## config.mk

```make
export PLATFORM = sky130hd
export DESIGN_NAME = rgb_decimal_segment_serializer_top
export DESIGN_NICKNAME = d
export VERILOG_FILES = /design/src/rtl/rgbss_pkg.sv /design/src/rtl/rgbss_front.sv /design/src/rtl/rgbss_fifo.sv /design/src/rtl/rgbss_back.sv /design/src/rtl/rgb_decimal_segment_serializer_top.sv
export SDC_FILE = /design/constraint.sdc
export NUM_CORES = 1
export LEC_CHECK = 0
export ABC_CLOCK_PERIOD_IN_PS = 5100
export BUFFER_PORTS_ARGS = -buffer_cell sky130_fd_sc_hd__buf_2
export CAP_MARGIN = 20
export CORE_MARGIN = 1
export CORE_UTILIZATION = 50
export DETAILED_ROUTE_END_ITERATION = 16
export PLACE_DENSITY = 0.76
export SYNTH_ARGS = -nofsm -noshare
export SYNTH_HDL_FRONTEND = slang
export SYNTH_SLANG_ARGS = --single-unit
```

## constraint.sdc

```tcl
create_clock -name clk_i -period 5.1 [get_ports clk_i]
set_input_delay 0.255 -clock clk_i [delete_from_list [all_inputs] [get_ports clk_i]]
set_output_delay 0.255 -clock clk_i [all_outputs]
set_load 0.01 [all_outputs]
```

## src/rtl/rgbss_pkg.sv

```systemverilog
`timescale 1ns / 1ps

package rgbss_pkg;

  // one color triple, red first
  typedef struct packed {
    logic [7:0] red_level;
    logic [7:0] green_level;
    logic [7:0] blue_level;
  } in_req_t;

  // one serial bit for the display shift chain
  typedef struct packed {
    logic serial_data_level;
    logic latch_after;
  } out_req_t;

  localparam int unsigned SerialBits  = 64;
  localparam int unsigned ChannelBits = 21;
  localparam int unsigned SegBits     = 7;
  localparam int unsigned BitCntW     = $clog2(SerialBits);
  localparam int unsigned FifoDepth   = 2;

  typedef logic [SerialBits-1:0]  pattern_t;
  typedef logic [ChannelBits-1:0] chan_code_t;
  typedef logic [SegBits-1:0]     seg_code_t;

  // E shown for a digit above nine
  localparam seg_code_t SegError = 7'h7C;

  // segment codes for the custom wiring, digits zero to nine
  localparam seg_code_t SegCodes [10] = '{
    7'h6F, 7'h03, 7'h76, 7'h37, 7'h1B, 7'h3D, 7'h7D, 7'h07, 7'h7F, 7'h3F
  };

  localparam logic [BitCntW-1:0] LastBit = BitCntW'(SerialBits - 1);

  function automatic seg_code_t digit_code(input logic [3:0] digit);
    seg_code_t code;
    if (digit < 4'd10) begin
      code = SegCodes[digit];
    end else begin
      code = SegError;
    end
    return code;
  endfunction

  // byte to three segment codes: hundreds, tens, ones
  function automatic chan_code_t channel_code(input logic [7:0] level);
    logic [3:0]  hund;
    logic [6:0]  rem;
    logic [14:0] prod;
    logic [3:0]  tens;
    logic [6:0]  tens_x10;
    logic [3:0]  ones;
    if (level >= 8'd200) begin
      hund = 4'd2;
      rem  = 7'(level - 8'd200);
    end else if (level >= 8'd100) begin
      hund = 4'd1;
      rem  = 7'(level - 8'd100);
    end else begin
      hund = 4'd0;
      rem  = level[6:0];
    end
    // rem / 10 by reciprocal, exact for rem below 100
    prod     = 15'(rem) * 15'd205;
    tens     = prod[14:11];
    tens_x10 = 7'({tens, 3'b000}) + 7'({tens, 1'b0});
    ones     = 4'(rem - tens_x10);
    return {digit_code(hund), digit_code(tens), digit_code(ones)};
  endfunction

endpackage

```

## src/rtl/rgbss_front.sv

```systemverilog
`timescale 1ns / 1ps

module rgbss_front (
  input  rgbss_pkg::in_req_t  in_req_i,
  output rgbss_pkg::pattern_t pattern_o
);
  import rgbss_pkg::*;

  chan_code_t red_code;
  chan_code_t green_code;
  chan_code_t blue_code;

  assign red_code   = channel_code(in_req_i.red_level);
  assign green_code = channel_code(in_req_i.green_level);
  assign blue_code  = channel_code(in_req_i.blue_level);

  // red in the top bits, bit 0 stays low
  assign pattern_o = {red_code, green_code, blue_code, 1'b0};

endmodule

```

## src/rtl/rgbss_fifo.sv

```systemverilog
`timescale 1ns / 1ps

module rgbss_fifo #(
  parameter int unsigned Depth = rgbss_pkg::FifoDepth
) (
  input  logic                clk_i,
  input  logic                rst_ni,
  input  logic                wr_i,
  input  rgbss_pkg::pattern_t wr_data_i,
  output logic                full_o,
  input  logic                rd_i,
  output logic                valid_o,
  output rgbss_pkg::pattern_t rd_data_o
);
  import rgbss_pkg::*;

  localparam int unsigned PtrW = (Depth > 1) ? $clog2(Depth) : 1;
  localparam int unsigned CntW = $clog2(Depth + 1);
  localparam logic [PtrW-1:0] LastPtr = PtrW'(Depth - 1);

  pattern_t        mem_q [Depth];
  logic [PtrW-1:0] wr_ptr_q, wr_ptr_d;
  logic [PtrW-1:0] rd_ptr_q, rd_ptr_d;
  logic [CntW-1:0] cnt_q, cnt_d;
  logic            do_wr, do_rd;

  assign full_o    = (cnt_q == CntW'(Depth));
  assign valid_o   = (cnt_q != '0);
  assign rd_data_o = mem_q[rd_ptr_q];
  assign do_wr     = wr_i && !full_o;
  assign do_rd     = rd_i && valid_o;

  always_comb begin
    wr_ptr_d = wr_ptr_q;
    rd_ptr_d = rd_ptr_q;
    cnt_d    = cnt_q;
    if (do_wr) begin
      wr_ptr_d = (wr_ptr_q == LastPtr) ? '0 : wr_ptr_q + 1'b1;
    end
    if (do_rd) begin
      rd_ptr_d = (rd_ptr_q == LastPtr) ? '0 : rd_ptr_q + 1'b1;
    end
    if (do_wr && !do_rd) begin
      cnt_d = cnt_q + 1'b1;
    end else if (do_rd && !do_wr) begin
      cnt_d = cnt_q - 1'b1;
    end
  end

  always_ff @(posedge clk_i or negedge rst_ni) begin
    if (!rst_ni) begin
      wr_ptr_q <= '0;
      rd_ptr_q <= '0;
      cnt_q    <= '0;
    end else begin
      wr_ptr_q <= wr_ptr_d;
      rd_ptr_q <= rd_ptr_d;
      cnt_q    <= cnt_d;
    end
  end

  always_ff @(posedge clk_i) begin
    if (do_wr) begin
      mem_q[wr_ptr_q] <= wr_data_i;
    end
  end

`ifndef ASSERT_OFF
  a_cnt_bound: assert property (@(posedge clk_i) disable iff (!rst_ni)
    cnt_q <= CntW'(Depth))
    else $error("pattern queue count beyond depth");
`endif

endmodule

```

## src/rtl/rgbss_back.sv

```systemverilog
`timescale 1ns / 1ps

module rgbss_back (
  input  logic                 clk_i,
  input  logic                 rst_ni,
  input  logic                 q_valid_i,
  input  rgbss_pkg::pattern_t  q_data_i,
  output logic                 q_rd_o,
  output logic                 empty_o,
  input  logic                 pop_i,
  output rgbss_pkg::out_req_t  out_req_o
);
  import rgbss_pkg::*;

  pattern_t           shift_q, shift_d;
  logic [BitCntW-1:0] bit_q, bit_d;
  logic               busy_q, busy_d;
  logic               take;
  logic               at_last;

  assign at_last = (bit_q == LastBit);
  assign take    = busy_q && pop_i;
  // next pattern loads when idle or when its predecessor's last bit leaves
  assign q_rd_o  = q_valid_i && (!busy_q || (take && at_last));

  always_comb begin
    shift_d = shift_q;
    bit_d   = bit_q;
    busy_d  = busy_q;
    if (q_rd_o) begin
      shift_d = q_data_i;
      bit_d   = '0;
      busy_d  = 1'b1;
    end else if (take) begin
      if (at_last) begin
        busy_d = 1'b0;
      end else begin
        shift_d = shift_q >> 1;
        bit_d   = bit_q + 1'b1;
      end
    end
  end

  always_ff @(posedge clk_i or negedge rst_ni) begin
    if (!rst_ni) begin
      bit_q  <= '0;
      busy_q <= 1'b0;
    end else begin
      bit_q  <= bit_d;
      busy_q <= busy_d;
    end
  end

  always_ff @(posedge clk_i) begin
    shift_q <= shift_d;
  end

  assign empty_o                     = !busy_q;
  assign out_req_o.serial_data_level = ~shift_q[0];
  assign out_req_o.latch_after       = at_last;

`ifndef ASSERT_OFF
  a_load_only_free: assert property (@(posedge clk_i) disable iff (!rst_ni)
    q_rd_o |-> (!busy_q || (pop_i && at_last)))
    else $error("pattern loaded while a frame is still shifting");

  a_bit_advance: assert property (@(posedge clk_i) disable iff (!rst_ni)
    (take && !at_last) |=> (busy_q && bit_q == $past(bit_q) + 1'b1))
    else $error("bit counter did not advance on request");

  a_end_on_last: assert property (@(posedge clk_i) disable iff (!rst_ni)
    $fell(busy_q) |-> ($past(at_last) && $past(pop_i)))
    else $error("frame ended before its last bit");
`endif

endmodule

```

## src/rtl/rgb_decimal_segment_serializer_top.sv

```systemverilog
`timescale 1ns / 1ps

// rgb decimal segment serializer: each request on the input side carries one
// red, green and blue byte; every byte is split into hundreds, tens and ones
// digits, each digit mapped to a 7-bit segment code for the custom display
// wiring (E for a digit above nine), and the nine codes are packed red first
// into bits 63..1 of a frame with bit 0 low. The frame then leaves as 64
// result requests, bit 0 first, each carrying the inverted (active-low) data
// pin level; latch_after is high on the 64th so the display latch can pulse.
// Rate: one triple every 64 result pops, set by the output shifter, which
// moves one bit per cycle while pop is held; the encode is combinational at
// push and a small pattern queue (FifoDepth frames) lets new triples be
// pushed while a frame still shifts. With the shifter idle, a pushed frame is
// registered in the pattern queue and then in the shifter before it shows.

module rgb_decimal_segment_serializer_top #(
  parameter int unsigned FifoDepth = rgbss_pkg::FifoDepth
) (
  input  logic                clk_i,
  input  logic                rst_ni,
  // input queue side
  input  logic                push,
  output logic                full,
  input  rgbss_pkg::in_req_t  in_req_i,
  // result queue side
  output logic                empty,
  input  logic                pop,
  output rgbss_pkg::out_req_t out_req_o
);
  import rgbss_pkg::*;

  pattern_t enc_pattern;
  pattern_t q_data;
  logic     q_valid;
  logic     q_rd;

  // front: combinational encode of the triple into the 64-bit frame
  rgbss_front u_front (
    .in_req_i  (in_req_i),
    .pattern_o (enc_pattern)
  );

  // decoupling queue between encoder and shifter
  rgbss_fifo #(
    .Depth (FifoDepth)
  ) u_fifo (
    .clk_i     (clk_i),
    .rst_ni    (rst_ni),
    .wr_i      (push),
    .wr_data_i (enc_pattern),
    .full_o    (full),
    .rd_i      (q_rd),
    .valid_o   (q_valid),
    .rd_data_o (q_data)
  );

  // back: shifts one bit per pop request, lsb first
  rgbss_back u_back (
    .clk_i     (clk_i),
    .rst_ni    (rst_ni),
    .q_valid_i (q_valid),
    .q_data_i  (q_data),
    .q_rd_o    (q_rd),
    .empty_o   (empty),
    .pop_i     (pop),
    .out_req_o (out_req_o)
  );

endmodule
```

==> impl_metrics.toml <==
[synthesis]
synth_cell_types = 67
synth_area_leaders = "edfxtp_1 (44%), ha_1 (17%), mux2i_1 (4.8%)"
ys_ff_latch = 185
netlist.area_leader.share_pct = 44.2
avgSynthCellArea_sq_um = 11.5
yosysSeqAreaShare_pct = 46.6
synth_top_area_cell = "edfxtp_1"
synth_area_sq_mm = 0.0118
synth_edf_count = 174
synth_ff_type = "edfxtp_1"
yosys_warnings = 0
netlist_instances = 1029
synth_nets = 1242
ys_async_sr_fraction_pct = 5.95

[clocking]
numCtsBuffers = 17
clk_pin_slew_ns = 0.07
cts_buffer_depth = 2
cts_tree = "built"
clkSinkCount = 185
cts_root_buf = "clkbuf_16"
cts_max_level = 4
clk_latency_ns = 0.43

[global_routing]
grt_max_degree = 123
global_route.overflow_total = 0
grt_usage_pct = 22.0
grt_pass1_wl_um = 42100
grt_pass1_vias = 8919
antenna_found_initial = 0

[floorplan]
fp-row-count = 55
start_util_pct = 51.6
die_w_um = 156
ioPinCount = 32
placeableCoreArea_sq_mm = 0.0229
die_h_um = 156
die-area_sq_mm = 0.0242

[placed_design]
numPortBuffers = 31
dp_cells = 1510
dp_slack_ns = -1.50
dp_hpwl_um = 16000
globalplace.congestion = 0.826

[sta]
rsz0062_at_grt = "true"
slew_headroom_pct = 34.5
period_share_pct = 120
setup_viol = 46
hold_violations = 0
worst_clock_skew_ns = 0.0118
period_needed_ns = 6.11
setup_ws_ns = -1.01
worstMarginPinSlew_ns = 0.980
drv_slew = 0
fmax_mhz = 164

[detailed_routing]
post_drt_wl_per_cell_um = 16.7
drc = 0
dr_total_vias = 8555
detail_route.vias_per_cell = 5.30
drt_iter0_markers = 488
firstDrtPassIters = 5
wl_um = 27000
antenna_left = 0

[critical_path]
timing.rr.end = "u_back.shift_q[53]$_DFFE_PP_"
r2r_start = "u_back.bit_q[0]$_DFFE_PN0P_"
reg2reg_depth = 6
critPathRequiredTime_ns = 5.27
end_kind = "flip-flop"
startpoint_type = "input port"
r2r_slack_ns = 2.28
critPathMaxFanout = 4
arrival_ns = 6.29
slowest_delay_ns = 0.25
crit_type = "input port to flip-flop"
cpMostUsedCell = "buf_4"
slowest_stage = "o311ai_4"

[job]
drv_cap = 0

[power]
power_w = 0.0122
leakagePower_nw = 7.26
p_per_area_mw_per_mm2 = 754
vdd_ir_drop_max_mv = 0.589

[worst_hold_path]
min_path_type = "input port to flip-flop"
hp-start = "pop"
hold_end = "u_back.busy_q$_DFFE_PN0P_"
whs_path_depth = 4

[cells_and_area]
final_cells = 1613
n_antenna_cell = 0
final_nets = 1500
final_common_cell = "buf_4"
final_cell_mix = "buf_4 (226), edfxtp_1 (174), ha_1 (115)"
final_layout_size_suffix_gt1_share_pct = 38.6
syn_to_final_growth_pct = 36.4

[outcome]
violations = "negative setup slack"
status = "complete, but fails checks"
-- sequential cells by signal, summed over array words and instances (netlist names) --
signal	cells
u_fifo.cnt_q	2
u_fifo.mem_q	110
u_back.bit_q	6
u_back.busy_q	1
u_back.shift_q	64
u_fifo.rd_ptr_q	1
u_fifo.wr_ptr_q	1
-- stage by stage --
step	util, %	area, sq um	setup TNS, ns	hold slack [ns]
floorplan	-	12400	-39.80	-0.0406
global placement	61.3	14100	-54.70	0.137
detailed placement	61.3	14100	-62.79	0.139
CTS	68.1	15600	-13.63	0.184
global route	70.3	16100	-35.31	0.225
finish	70.3	16100	-22.82	0.199
-- power breakdown --
part / internal, W / switching [W] / leakage [nW] / total, W
clock: 0.000823 / 0.000577 / 0.306 / 0.00140
sequential: 0.00269 / 0.000159 / 1.74 / 0.00285
combinational: 0.00379 / 0.00411 / 5.22 / 0.00791
-- cell type report --
class                           instances  area, sq um
Multi-Input combinational cell        710         7100
Fill cell                            1438         6800
Sequential cell                       185         5500
Timing Repair Buffer                  269         2080
Clock buffer                           17          425
Inverter                              104          418
Tap cell                              313          392
Clock inverter                         15          199
-- layer usage --
metal / track usage (%) / wire [um]
met1: 26.2 / 11300
met2: 40.3 / 14400
met3: 2.75 / 664
met4: 8.40 / 643
met5: 0 / 0
-- worst max path at each step --
stage | cells after the start | slack, ns | endpoint | start
floorplan | 32 | -1.44 | u_fifo.mem_q[0][48]$_DFFE_PP_ | in_req_i[16]
global placement | 33 | -1.28 | u_fifo.mem_q[0][47]$_DFFE_PP_ | in_req_i[16]
detailed placement | 31 | -1.50 | u_fifo.mem_q[0][47]$_DFFE_PP_ | in_req_i[19]
CTS | 33 | -0.78 | u_fifo.mem_q[0][47]$_DFFE_PP_ | in_req_i[16]
global route | 34 | -1.20 | u_fifo.mem_q[0][42]$_DFFE_PP_ | in_req_i[16]
finish | 47 | -1.01 | u_fifo.mem_q[1][43]$_DFFE_PP_ | in_req_i[16]
-- worst max-delay path: cells and delay by family --
kind	cells	cell delay, ns
compound gates	5	0.81
fa+ha+maj	1	0.16
simple gates	2	0.31
xor+xnor	2	0.34
buf+inv	37	4.37
-- synth_stat cells (3+ instances only) --
cell type,number
and2_1,7
nand4_1,4
nand2b_1,6
inv_2,3
nor4_1,3
and3_1,4
a31oi_1,7
ha_1,161
a21oi_1,81
o211ai_1,6
xor2_1,21
xnor2_2,3
or3_1,3
nor2_1,81
mux2i_1,57
o21a_1,12
dfrtp_1,11
edfxtp_1,174
o211a_1,3
fa_1,24
a21o_1,9
clkbuf_1,24
xnor2_1,29
or2_2,6
nor3b_1,3
o21bai_1,3
inv_1,101
nand2_1,88
o21ai_0,30
nand3_1,10
nor3_1,7
-- cells by family after synthesis --
| kind of cell | synth area share, % |
|---|---|
| and+or+nand+nor | 8.68 |
| muxes | 5.05 |
| AOI/OAI and AO/OA | 9.84 |
| xor gates and xnor gates | 4.31 |
| DFF | 46.6 |
| buffers and inverters | 4.45 |
| adders and majority gates | 21.1 |
-- what timing repair did --
item,in CTS,in global routing
resized for setup,89,86
setup buffers,64,17
hold buffers,1,0
hold endpoints to repair,11,0
pin swaps,62,48
setup endpoints to repair,68,86
Note: power is estimated with default switching activity, not from simulation.
